<file path="src/design/assert_macros.svh">
// Assertion macros used by the top level of the expert slot cache.
`ifndef ASSERT_MACROS_SVH
`define ASSERT_MACROS_SVH

// Checked on every rising edge while reset is released.
`define ESL_ASSERT(label, prop, msg) \
    label: assert property (@(posedge i_clk) disable iff (!i_rst_n) prop) else $error(msg);

// Checked on every rising edge, reset included.
`define ESL_ASSERT_ALWAYS(label, prop, msg) \
    label: assert property (@(posedge i_clk) prop) else $error(msg);

`endif

</file>
<file path="src/design/esl_pkg.sv">
// Types, codes and default sizes of the expert slot cache.
package esl_pkg;

    localparam int ESL_LAYERS  = 64;
    localparam int ESL_SLOTS   = 16;
    localparam int ESL_EXPERTS = 256;

    localparam int LAYER_W    = 6;
    localparam int EXPERT_W   = 8;
    localparam int STATUS_W   = 2;
    localparam int SLOT_OUT_W = 4;
    localparam int OFFSET_W   = 48;
    localparam int COUNT_W    = 32;
    localparam int BYTES_W    = 64;
    localparam int STAMP_W    = 32;
    localparam int KEY_W      = STAMP_W + 1;

    localparam int CFG_IDX_W  = 8;
    localparam int CFG_DATA_W = 40;

    localparam logic [CFG_IDX_W-1:0] CFG_LAYER_COUNT  = 8'd0;
    localparam logic [CFG_IDX_W-1:0] CFG_EXPERT_COUNT = 8'd1;
    localparam logic [CFG_IDX_W-1:0] CFG_SLOTS_IN_USE = 8'd2;
    localparam logic [CFG_IDX_W-1:0] CFG_EXPERT_BYTES = 8'd3;

    localparam logic [STATUS_W-1:0] ST_REJECT = 2'd0;
    localparam logic [STATUS_W-1:0] ST_HIT    = 2'd1;
    localparam logic [STATUS_W-1:0] ST_MISS   = 2'd2;

    typedef struct packed {
        logic [LAYER_W-1:0]  layer;
        logic [EXPERT_W-1:0] expert;
    } t_req;

    typedef struct packed {
        logic [STATUS_W-1:0]   status;
        logic [SLOT_OUT_W-1:0] slot;
        logic [OFFSET_W-1:0]   fetch_offset;
        logic [COUNT_W-1:0]    hit_total;
        logic [COUNT_W-1:0]    pagein_total;
        logic [BYTES_W-1:0]    bytes_total;
    } t_res;

endpackage

</file>
<file path="src/design/esl_lookup.sv">
// Row lookup: tag compare, hit encoder and the first levels of the oldest-slot tree.
module esl_lookup
    import esl_pkg::*;
#(
    parameter int SLOTS = ESL_SLOTS,
    parameter int TAG_W = $clog2(ESL_EXPERTS)
) (
    input  logic                                      i_clk,
    input  logic                                      i_en,
    input  logic [SLOTS*(TAG_W+STAMP_W+1)-1:0]        i_row,
    input  logic [EXPERT_W-1:0]                       i_expert,
    input  logic [$clog2(SLOTS+1)-1:0]                i_act,
    output logic                                      o_hit,
    output logic [((SLOTS > 1) ? $clog2(SLOTS) : 1)-1:0] o_hit_idx,
    output logic [KEY_W-1:0] o_cand_key [(1 << $clog2(SLOTS)) >> ($clog2(SLOTS) / 2)],
    output logic [((SLOTS > 1) ? $clog2(SLOTS) : 1)-1:0]
                 o_cand_idx [(1 << $clog2(SLOTS)) >> ($clog2(SLOTS) / 2)],
    output logic [SLOTS*(TAG_W+STAMP_W+1)-1:0]        o_row
);

    localparam int SLOT_W = (SLOTS > 1) ? $clog2(SLOTS) : 1;
    localparam int ENT_W  = TAG_W + STAMP_W + 1;
    localparam int LEVELS = $clog2(SLOTS);
    localparam int P      = 1 << LEVELS;
    localparam int MID    = LEVELS / 2;
    localparam int CAND   = P >> MID;

    logic [ENT_W-1:0]  ent;
    logic              hit_c;
    logic [SLOT_W-1:0] hit_idx_c;
    logic [KEY_W-1:0]  key [P];
    logic [SLOT_W-1:0] idx [P];

    always_comb begin
        hit_c     = 1'b0;
        hit_idx_c = '0;
        ent       = '0;
        // Scan downward so the lowest matching slot wins.
        for (int s = SLOTS - 1; s >= 0; s--) begin
            ent = i_row[s*ENT_W +: ENT_W];
            if (ent[ENT_W-1] && (ent[STAMP_W +: TAG_W] == TAG_W'(i_expert))
                    && (s < int'(i_act))) begin
                hit_c     = 1'b1;
                hit_idx_c = SLOT_W'(s);
            end
        end
    end

    // Key is {inactive, stamp}; the right node wins only when strictly smaller,
    // so ties go to the lower slot.
    always_comb begin
        for (int s = 0; s < SLOTS; s++) begin
            key[s] = {(s >= int'(i_act)), i_row[s*ENT_W +: STAMP_W]};
            idx[s] = SLOT_W'(s);
        end
        for (int s = SLOTS; s < P; s++) begin
            key[s] = '1;
            idx[s] = SLOT_W'(s);
        end
        for (int lv = 0; lv < MID; lv++) begin
            for (int j = 0; j < (P >> (lv + 1)); j++) begin
                if (key[2*j+1] < key[2*j]) begin
                    key[j] = key[2*j+1];
                    idx[j] = idx[2*j+1];
                end else begin
                    key[j] = key[2*j];
                    idx[j] = idx[2*j];
                end
            end
        end
    end

    always_ff @(posedge i_clk) begin
        if (i_en) begin
            o_hit     <= hit_c;
            o_hit_idx <= hit_idx_c;
            o_row     <= i_row;
            for (int c = 0; c < CAND; c++) begin
                o_cand_key[c] <= key[c];
                o_cand_idx[c] <= idx[c];
            end
        end
    end

endmodule

</file>
<file path="config.mk">
export PLATFORM = sky130hd
export DESIGN_NAME = esl_lookup
export DESIGN_NICKNAME = d
export VERILOG_FILES = /design/src/design/assert_macros.svh /design/src/design/esl_pkg.sv /design/src/design/esl_lookup.sv
export SDC_FILE = /design/constraint.sdc
export NUM_CORES = 1
export LEC_CHECK = 0
export ABC_AREA = 0
export BUFFER_PORTS_ARGS = -buffer_cell sky130_fd_sc_hd__buf_2
export CAP_MARGIN = 20
export CORE_AREA = 8 8 578 580
export CTS_BUF_LIST = sky130_fd_sc_hd__clkbuf_4 sky130_fd_sc_hd__clkbuf_8
export CTS_CLUSTER_DIAMETER = 50
export DETAILED_ROUTE_END_ITERATION = 16
export DIE_AREA = 0 0 586 588
export SKIP_CTS_REPAIR_TIMING = 1
export SLEW_MARGIN = 20
export SYNTH_ARGS = -nofsm -noshare
export SYNTH_HDL_FRONTEND = slang
export SYNTH_SLANG_ARGS = --single-unit
</file>
<file path="constraint.sdc">
create_clock -name i_clk -period 6 [get_ports i_clk]
set_input_delay 0.9 -clock i_clk [delete_from_list [all_inputs] [get_ports i_clk]]
set_output_delay 0.9 -clock i_clk [all_outputs]
set_load 0.005 [all_outputs]
</file>
==> results.json, run 1 <==
{
  "p_sw_w": 0.00624,
  "track_usage_pct": 17.0,
  "power_density_nw_per_um2": 314,
  "design.die.area_um2": 345000,
  "fmax_ghz": 0.169,
  "hold_violations": 0,
  "min_path_type": "in2reg",
  "ant_nets": 0,
  "place_congestion": 0.956,
  "period_share_pct": 98.4,
  "final_cells": 9810,
  "p_leak_nw": 27.0,
  "grt_max_degree": 123,
  "root_buffer": "clkbuf_8",
  "synth_top_area_share_pct": 60.5,
  "yosysMostFrequentCell": "edfxtp_1",
  "maxSlewHeadroom_pct": 37.2,
  "initial_core_util_pct": 12.2,
  "hpwl_mm": 273,
  "post-route-min-period_ns": 5.90,
  "ys_seq_area_share_pct": 60.5,
  "core_area_um2": 325000,
  "path_max_fanout": 12,
  "drc": 0,
  "startpoint_type": "primary input",
  "drt_iter0_drc": 2947,
  "drive_gt1_share_pct": 43.5,
  "synth_cell_type_count": 66,
  "portBuffers": 1471,
  "yosysTopAreaCell": "edfxtp_1",
  "min_path_cells": 1,
  "synthFlopType": "edfxtp_1",
  "p_comb_share_pct": 26.1,
  "cts_made_buffers": 179,
  "yosysWarningCount": 0,
  "synth_area_um2": 39800,
  "synth_seq_cells": 801,
  "clockBufferDepth": 4,
  "htreeDepth": 4,
  "die_h_um": 588,
  "hold_path_end": "o_row[14]",
  "synth-async-reset-ratio_pct": 0,
  "clock_sinks": 801,
  "dp.cells": 9379,
  "syn_area_per_cell_um2": 12.8,
  "num_rows": 210,
  "p_seq_share_pct": 37.3,
  "p_int_w": 0.0129,
  "cp_data_required_time_ns": 6.75,
  "criticalPathCategory": "in2reg",
  "netlist_instances": 3113,
  "area_growth_pct": 53.4,
  "via_per_inst": 3.68,
  "drv_slew": 0,
  "nets": 6294,
  "die_w_um": 586,
  "tns_ns": 0,
  "drt-total-wl_mm": 310,
  "vias": 36100,
  "status": "complete, no violations",
  "cp.arrival_ns": 6.65,
  "tightest_slew_ns": 0.933,
  "setup_viol": 0,
  "cts_tree": "yes",
  "path_clk_slew_ns": 0.06,
  "num_io_pins": 1480,
  "p_total_w": 0.0192,
  "dr.pass1.iters": 8,
  "switching_share_pct": 32.6,
  "synth-edff-count": 801,
  "endpoint_kind": "flop",
  "ir_drop_uv": 187,
  "wl_per_cell_um": 31.6,
  "overflow": 0,
  "yosys-top-cells-count": "edfxtp_1, ha_1, inv_1",
  "grt_pass1_wl_mm": 379,
  "clkPwrFrac_pct": 36.6,
  "antenna_found_initial": 171,
  "synth.area.top_cells": "edfxtp_1, ha_1, mux2i_1, a21oi_1, inv_1",
  "min_from": "i_row[14]",
  "grt_pass1_vias": 35400,
  "max_cap_violations": 0
}
## worst max-delay path: stages
cell      delay [ns]
buf_2           0.12
or3_1           0.51
buf_4           0.21
or2_2           0.41
ha_1            0.40
nand4_1         0.13
nor4bb_1        0.30
buf_4           0.17
a21oi_1         0.07
o31ai_1         0.13
a31oi_4         0.09
buf_4           0.21
buf_4           0.17
a21oi_1         0.23
ha_1            0.29
a21o_1          0.17
a21o_1          0.17
a211oi_1        0.28
buf_4           0.18
nor3_1          0.06
a2111o_1        0.35
nor4_4          0.49
buf_4           0.33
mux2i_1         0.22
## metrics by stage
stage	hold WS [ns]	area (µm²)	util (%)	worst slack (ns)
floorplan	0.999	39800	-	0.0675
global placement	1.09	56600	17.4	-1.07
detailed placement	1.09	56600	17.4	-1.14
CTS	-0.100	60500	18.6	-0.0748
global route	-0.00408	61000	18.7	-0.0107
finish	0.111	61000	18.8	0.0972
## cell type report
| cell class | count | area [µm²] |
|---|---|---|
| clock inverter | 106 | 1150 |
| clock buffer | 215 | 2760 |
| antenna | 85 | 213 |
| multi-input combinational | 1859 | 14100 |
| inverter | 360 | 1350 |
| tap | 4346 | 5440 |
| sequential | 801 | 24100 |
| timing repair buffer | 2038 | 12000 |
| fill | 36000 | 264000 |
## power by group through the flow
stage / combinational, W / clock, W / sequential (W)
after floorplan: 0.00170 / 0 / 0.00722
after global placement: 0.00500 / 0 / 0.00725
after detailed placement: 0.00501 / 0 / 0.00725
after CTS: 0.00504 / 0.00727 / 0.00715
after global routing: 0.00545 / 0.00744 / 0.00719
final: 0.00500 / 0.00702 / 0.00714
## cell families after synthesis
logic type | count (synthesis) | share of synthesized area [%]
flops | 801 | 60.5
fa+ha+maj | 384 | 12.1
buf+inv | 459 | 4.62
mux | 168 | 4.26
xor+xnor | 128 | 2.82
compound gates | 573 | 8.57
other cells | 2 | 0.0189
simple gates | 598 | 7.17
## metal layers
layer  up-vias  track usage (%)  share of wire [%]
met5         -                0               0.10
met4        50             6.27                4.3
met3       565             8.93                 14
met2      2318             27.5                 45
met1     17400             18.9                 37
li1      15800                -                  -
## sequential cells by signal, indices dropped and copies added (netlist names)
name        count
o_cand_idx      8
o_cand_key    132
o_hit           1
o_hit_idx       4
o_row         656
## cells in the final DEF, fill, tap and decap left out, drive strengths merged, types with 12 or more instances in the layout
cell and instances:
ha 384, inv 369, bufinv 22, o21ai 113
o211ai 12, nand3 37, edfxtp 801, mux2i 162
a21o 38, clkinvlp 15, clkbuf 215, nor2b 12
dlygate4sd3 24, xor2 49, a21oi 304, nand2b 40
diode 85, nand2 137, nor4 25, xnor2 79
nor3 29, nand4 66, clkinv 60, nor2 211
o22a 31, and4 12, buf 2014, a211oi 19
## how the worst max path moves through the flow
stage / start / endpoint / cells after the start
4_1_cts: i_act[2] / o_cand_idx[4] / 26
3_3_place_gp: i_act[2] / o_cand_key[57] / 25
2_1_floorplan: i_act[4] / o_cand_idx[12] / 25
3_5_place_dp: i_act[2] / o_cand_idx[4] / 26
5_1_grt: i_act[2] / o_cand_key[104] / 25
6_report: i_act[2] / o_cand_key[109] / 24
(Power assumes the default switching activity.)
==> run 2, diff against run 1 <==
--- a/config.mk
+++ b/config.mk
@@ -5,16 +5,15 @@
 export SDC_FILE = /design/constraint.sdc
 export NUM_CORES = 1
 export LEC_CHECK = 0
-export ABC_AREA = 0
+export ABC_AREA = 1
 export BUFFER_PORTS_ARGS = -buffer_cell sky130_fd_sc_hd__buf_2
 export CAP_MARGIN = 20
-export CORE_AREA = 8 8 578 580
+export CORE_AREA = 8 8 569 571
 export CTS_BUF_LIST = sky130_fd_sc_hd__clkbuf_4 sky130_fd_sc_hd__clkbuf_8
 export CTS_CLUSTER_DIAMETER = 50
 export DETAILED_ROUTE_END_ITERATION = 16
-export DIE_AREA = 0 0 586 588
+export DIE_AREA = 0 0 577 579
 export SKIP_CTS_REPAIR_TIMING = 1
-export SLEW_MARGIN = 20
 export SYNTH_ARGS = -nofsm -noshare
 export SYNTH_HDL_FRONTEND = slang
 export SYNTH_SLANG_ARGS = --single-unit
==> results.json, run 2 <==
{
  "holdWs_ns": 0.132,
  "drt-total-wl_mm": 308,
  "ant_nets": 0,
  "antenna_found_initial": 222,
  "core_area_um2": 314000,
  "tns_ns": 0,
  "tightest_slew_ns": 0.994,
  "drive_gt1_share_pct": 36.0,
  "slowest_stage": "nor4b_2",
  "cp_data_required_time_ns": 6.63,
  "crit_top_cell": "nand2_1",
  "design.die.area_um2": 334000,
  "wl_per_cell_um": 31.1,
  "clockBufferDepth": 4,
  "rsz0062_at_grt": "false",
  "status": "complete, no violations",
  "synth-async-reset-ratio_pct": 0,
  "reg.largest.list": "o_row (656), o_cand_key (132), o_cand_idx (8)",
  "maxSlewHeadroom_pct": 33.8,
  "htreeDepth": 4,
  "register_area_um2": 24100,
  "cts_made_buffers": 187,
  "ir_drop_uv": 201,
  "num_io_pins": 1480,
  "final_cell_mix": "buf_2, nand2_1, edfxtp_1",
  "drc": 0,
  "power_density_nw_per_um2": 323,
  "syn_area_per_cell_um2": 10.8,
  "synth-edff-count": 801,
  "root_buffer": "clkbuf_8",
  "endpoint_kind": "flop",
  "initial_core_util_pct": 13.0,
  "post-route-min-period_ns": 5.68,
  "synth.area.top_cells": "edfxtp_1, ha_1, nand2_1, inv_1, o21ai_0",
  "synth_top_area_share_pct": 58.8,
  "clock_sinks": 801,
  "dr.pass1.iters": 5,
  "area_growth_pct": 43.9,
  "grt_pass1_vias": 36400,
  "drt_iter0_drc": 2936,
  "cp.arrival_ns": 6.31,
  "ys_seq_area_share_pct": 58.8,
  "place_congestion": 0.954,
  "multi_input_area_um2": 14200,
  "yosysTopAreaCell": "edfxtp_1",
  "grt_pass1_wl_mm": 382,
  "yosysWarningCount": 0,
  "min_path_type": "in2reg",
  "portBuffers": 1471,
  "fill_cells": 35000,
  "via_per_inst": 3.79,
  "synth_area_um2": 40900,
  "die_h_um": 579,
  "netlist_instances": 3799,
  "grt_max_degree": 137,
  "vias": 37500,
  "max_cap_violations": 0,
  "track_usage_pct": 17.5,
  "endpoint": "o_cand_key[0]",
  "cpPeakStageDelay_ns": 0.39,
  "top_register": "o_row",
  "placed_area_um2": 54600,
  "mostFrequentLayoutCell": "buf_2",
  "criticalPathCategory": "in2reg",
  "p_leak_nw": 26.6,
  "cts_tree": "yes",
  "synth_seq_cells": 801,
  "setup_viol": 0,
  "worstSetupStartpoint": "i_act[4]",
  "nets": 6606,
  "synthFlopType": "edfxtp_1",
  "min_from": "i_row[368]",
  "yosysMostFrequentCell": "nand2_1",
  "path_clk_slew_ns": 0.06,
  "drv_slew": 0,
  "hpwl_mm": 272,
  "fin_area_um2": 58800,
  "startpoint_type": "primary input",
  "hold_violations": 0,
  "overflow": 0,
  "synth_cell_type_count": 53,
  "period_share_pct": 94.6,
  "path_max_fanout": 52,
  "largest_reg_flops": 656,
  "yosys-top-cells-count": "nand2_1, edfxtp_1, inv_1",
  "die_w_um": 577,
  "num_rows": 206,
  "fmax_ghz": 0.176
}
==> run 2: changes by cell type after synthesis, sizes merged, moves of 55 or more <==
cell / before / now
xnor2: 79 / 24
o21ai: 113 / 328
mux2i: 162 / 0
a21oi: 304 / 197
nand2: 137 / 948
inv: 360 / 542
nor2: 211 / 106
==> run 2: how the worst min path moves through the flow <==
stage | endpoint | slack, ns | depth (start not counted)
floorplan | o_row[0] | 1.0 | 0
global placement | o_row[368] | 1.09 | 1
detailed placement | o_row[368] | 1.09 | 1
CTS | o_row[368] | -0.06 | 1
global route | o_row[368] | -0.003 | 1
finish | o_row[368] | 0.13 | 1
==> run 2: cell type report <==
class	count	area share, %
Antenna cell	52	0.221
Sequential cell	801	40.9
Tap cell	4160	8.85
Clock buffer	222	4.84
Clock inverter	111	2.08
Timing Repair Buffer	1663	15.5
Multi-Input combinational cell	2355	24.2
Inverter	543	3.48
==> run 2: per-layer routing <==
metal	GRT usage [%]	part of all wire, %	routed length [µm]	vias up
met4	5.49	3.6	11000	94
met5	0	0.19	598	-
met3	8.60	12	38300	555
met1	20.7	39	122000	18000
li1	-	-	-	16800
met2	27.9	44	137000	2151
==> run 2: report_power, final <==
part	leakage [nW]	switching, W	internal [W]
combinational	16.7	0.00312	0.00156
sequential	7.83	0.000262	0.00692
clock	2.03	0.00303	0.00414
total	26.6	0.00641	0.0126
==> run 2: stage by stage <==
step	power, W	cells	utilization [%]	setup slack, ns
final	0.0190	9907	18.7	0.322
after global routing	0.0200	9878	18.7	0.0861
after floorplan	0.00904	3805	-	1.11
after global placement	0.0120	9521	17.4	-1.12
after detailed placement	0.0120	9521	17.4	-1.10
after CTS	0.0194	9854	18.7	-0.0431
==> run 2: logic make-up after synthesis <==
kind of cell | count (synthesis) | share of synthesized area, %
fa+ha+maj | 384 | 11.7
simple gates | 1281 | 13.3
xor+xnor | 55 | 1.18
compound gates | 627 | 8.37
buf+inv | 649 | 6.59
other cells | 2 | 0.0184
flops | 801 | 58.8
==> run 2: critical path, delay by kind of cell <==
| family | cells | cell delay, ns |
|---|---|---|
| AND/OR/NAND/NOR | 13 | 2.45 |
| adder cells (fa/ha/maj) | 2 | 0.61 |
| AO/OA/AOI/OAI | 3 | 0.55 |
| buffers and inverters | 12 | 1.76 |
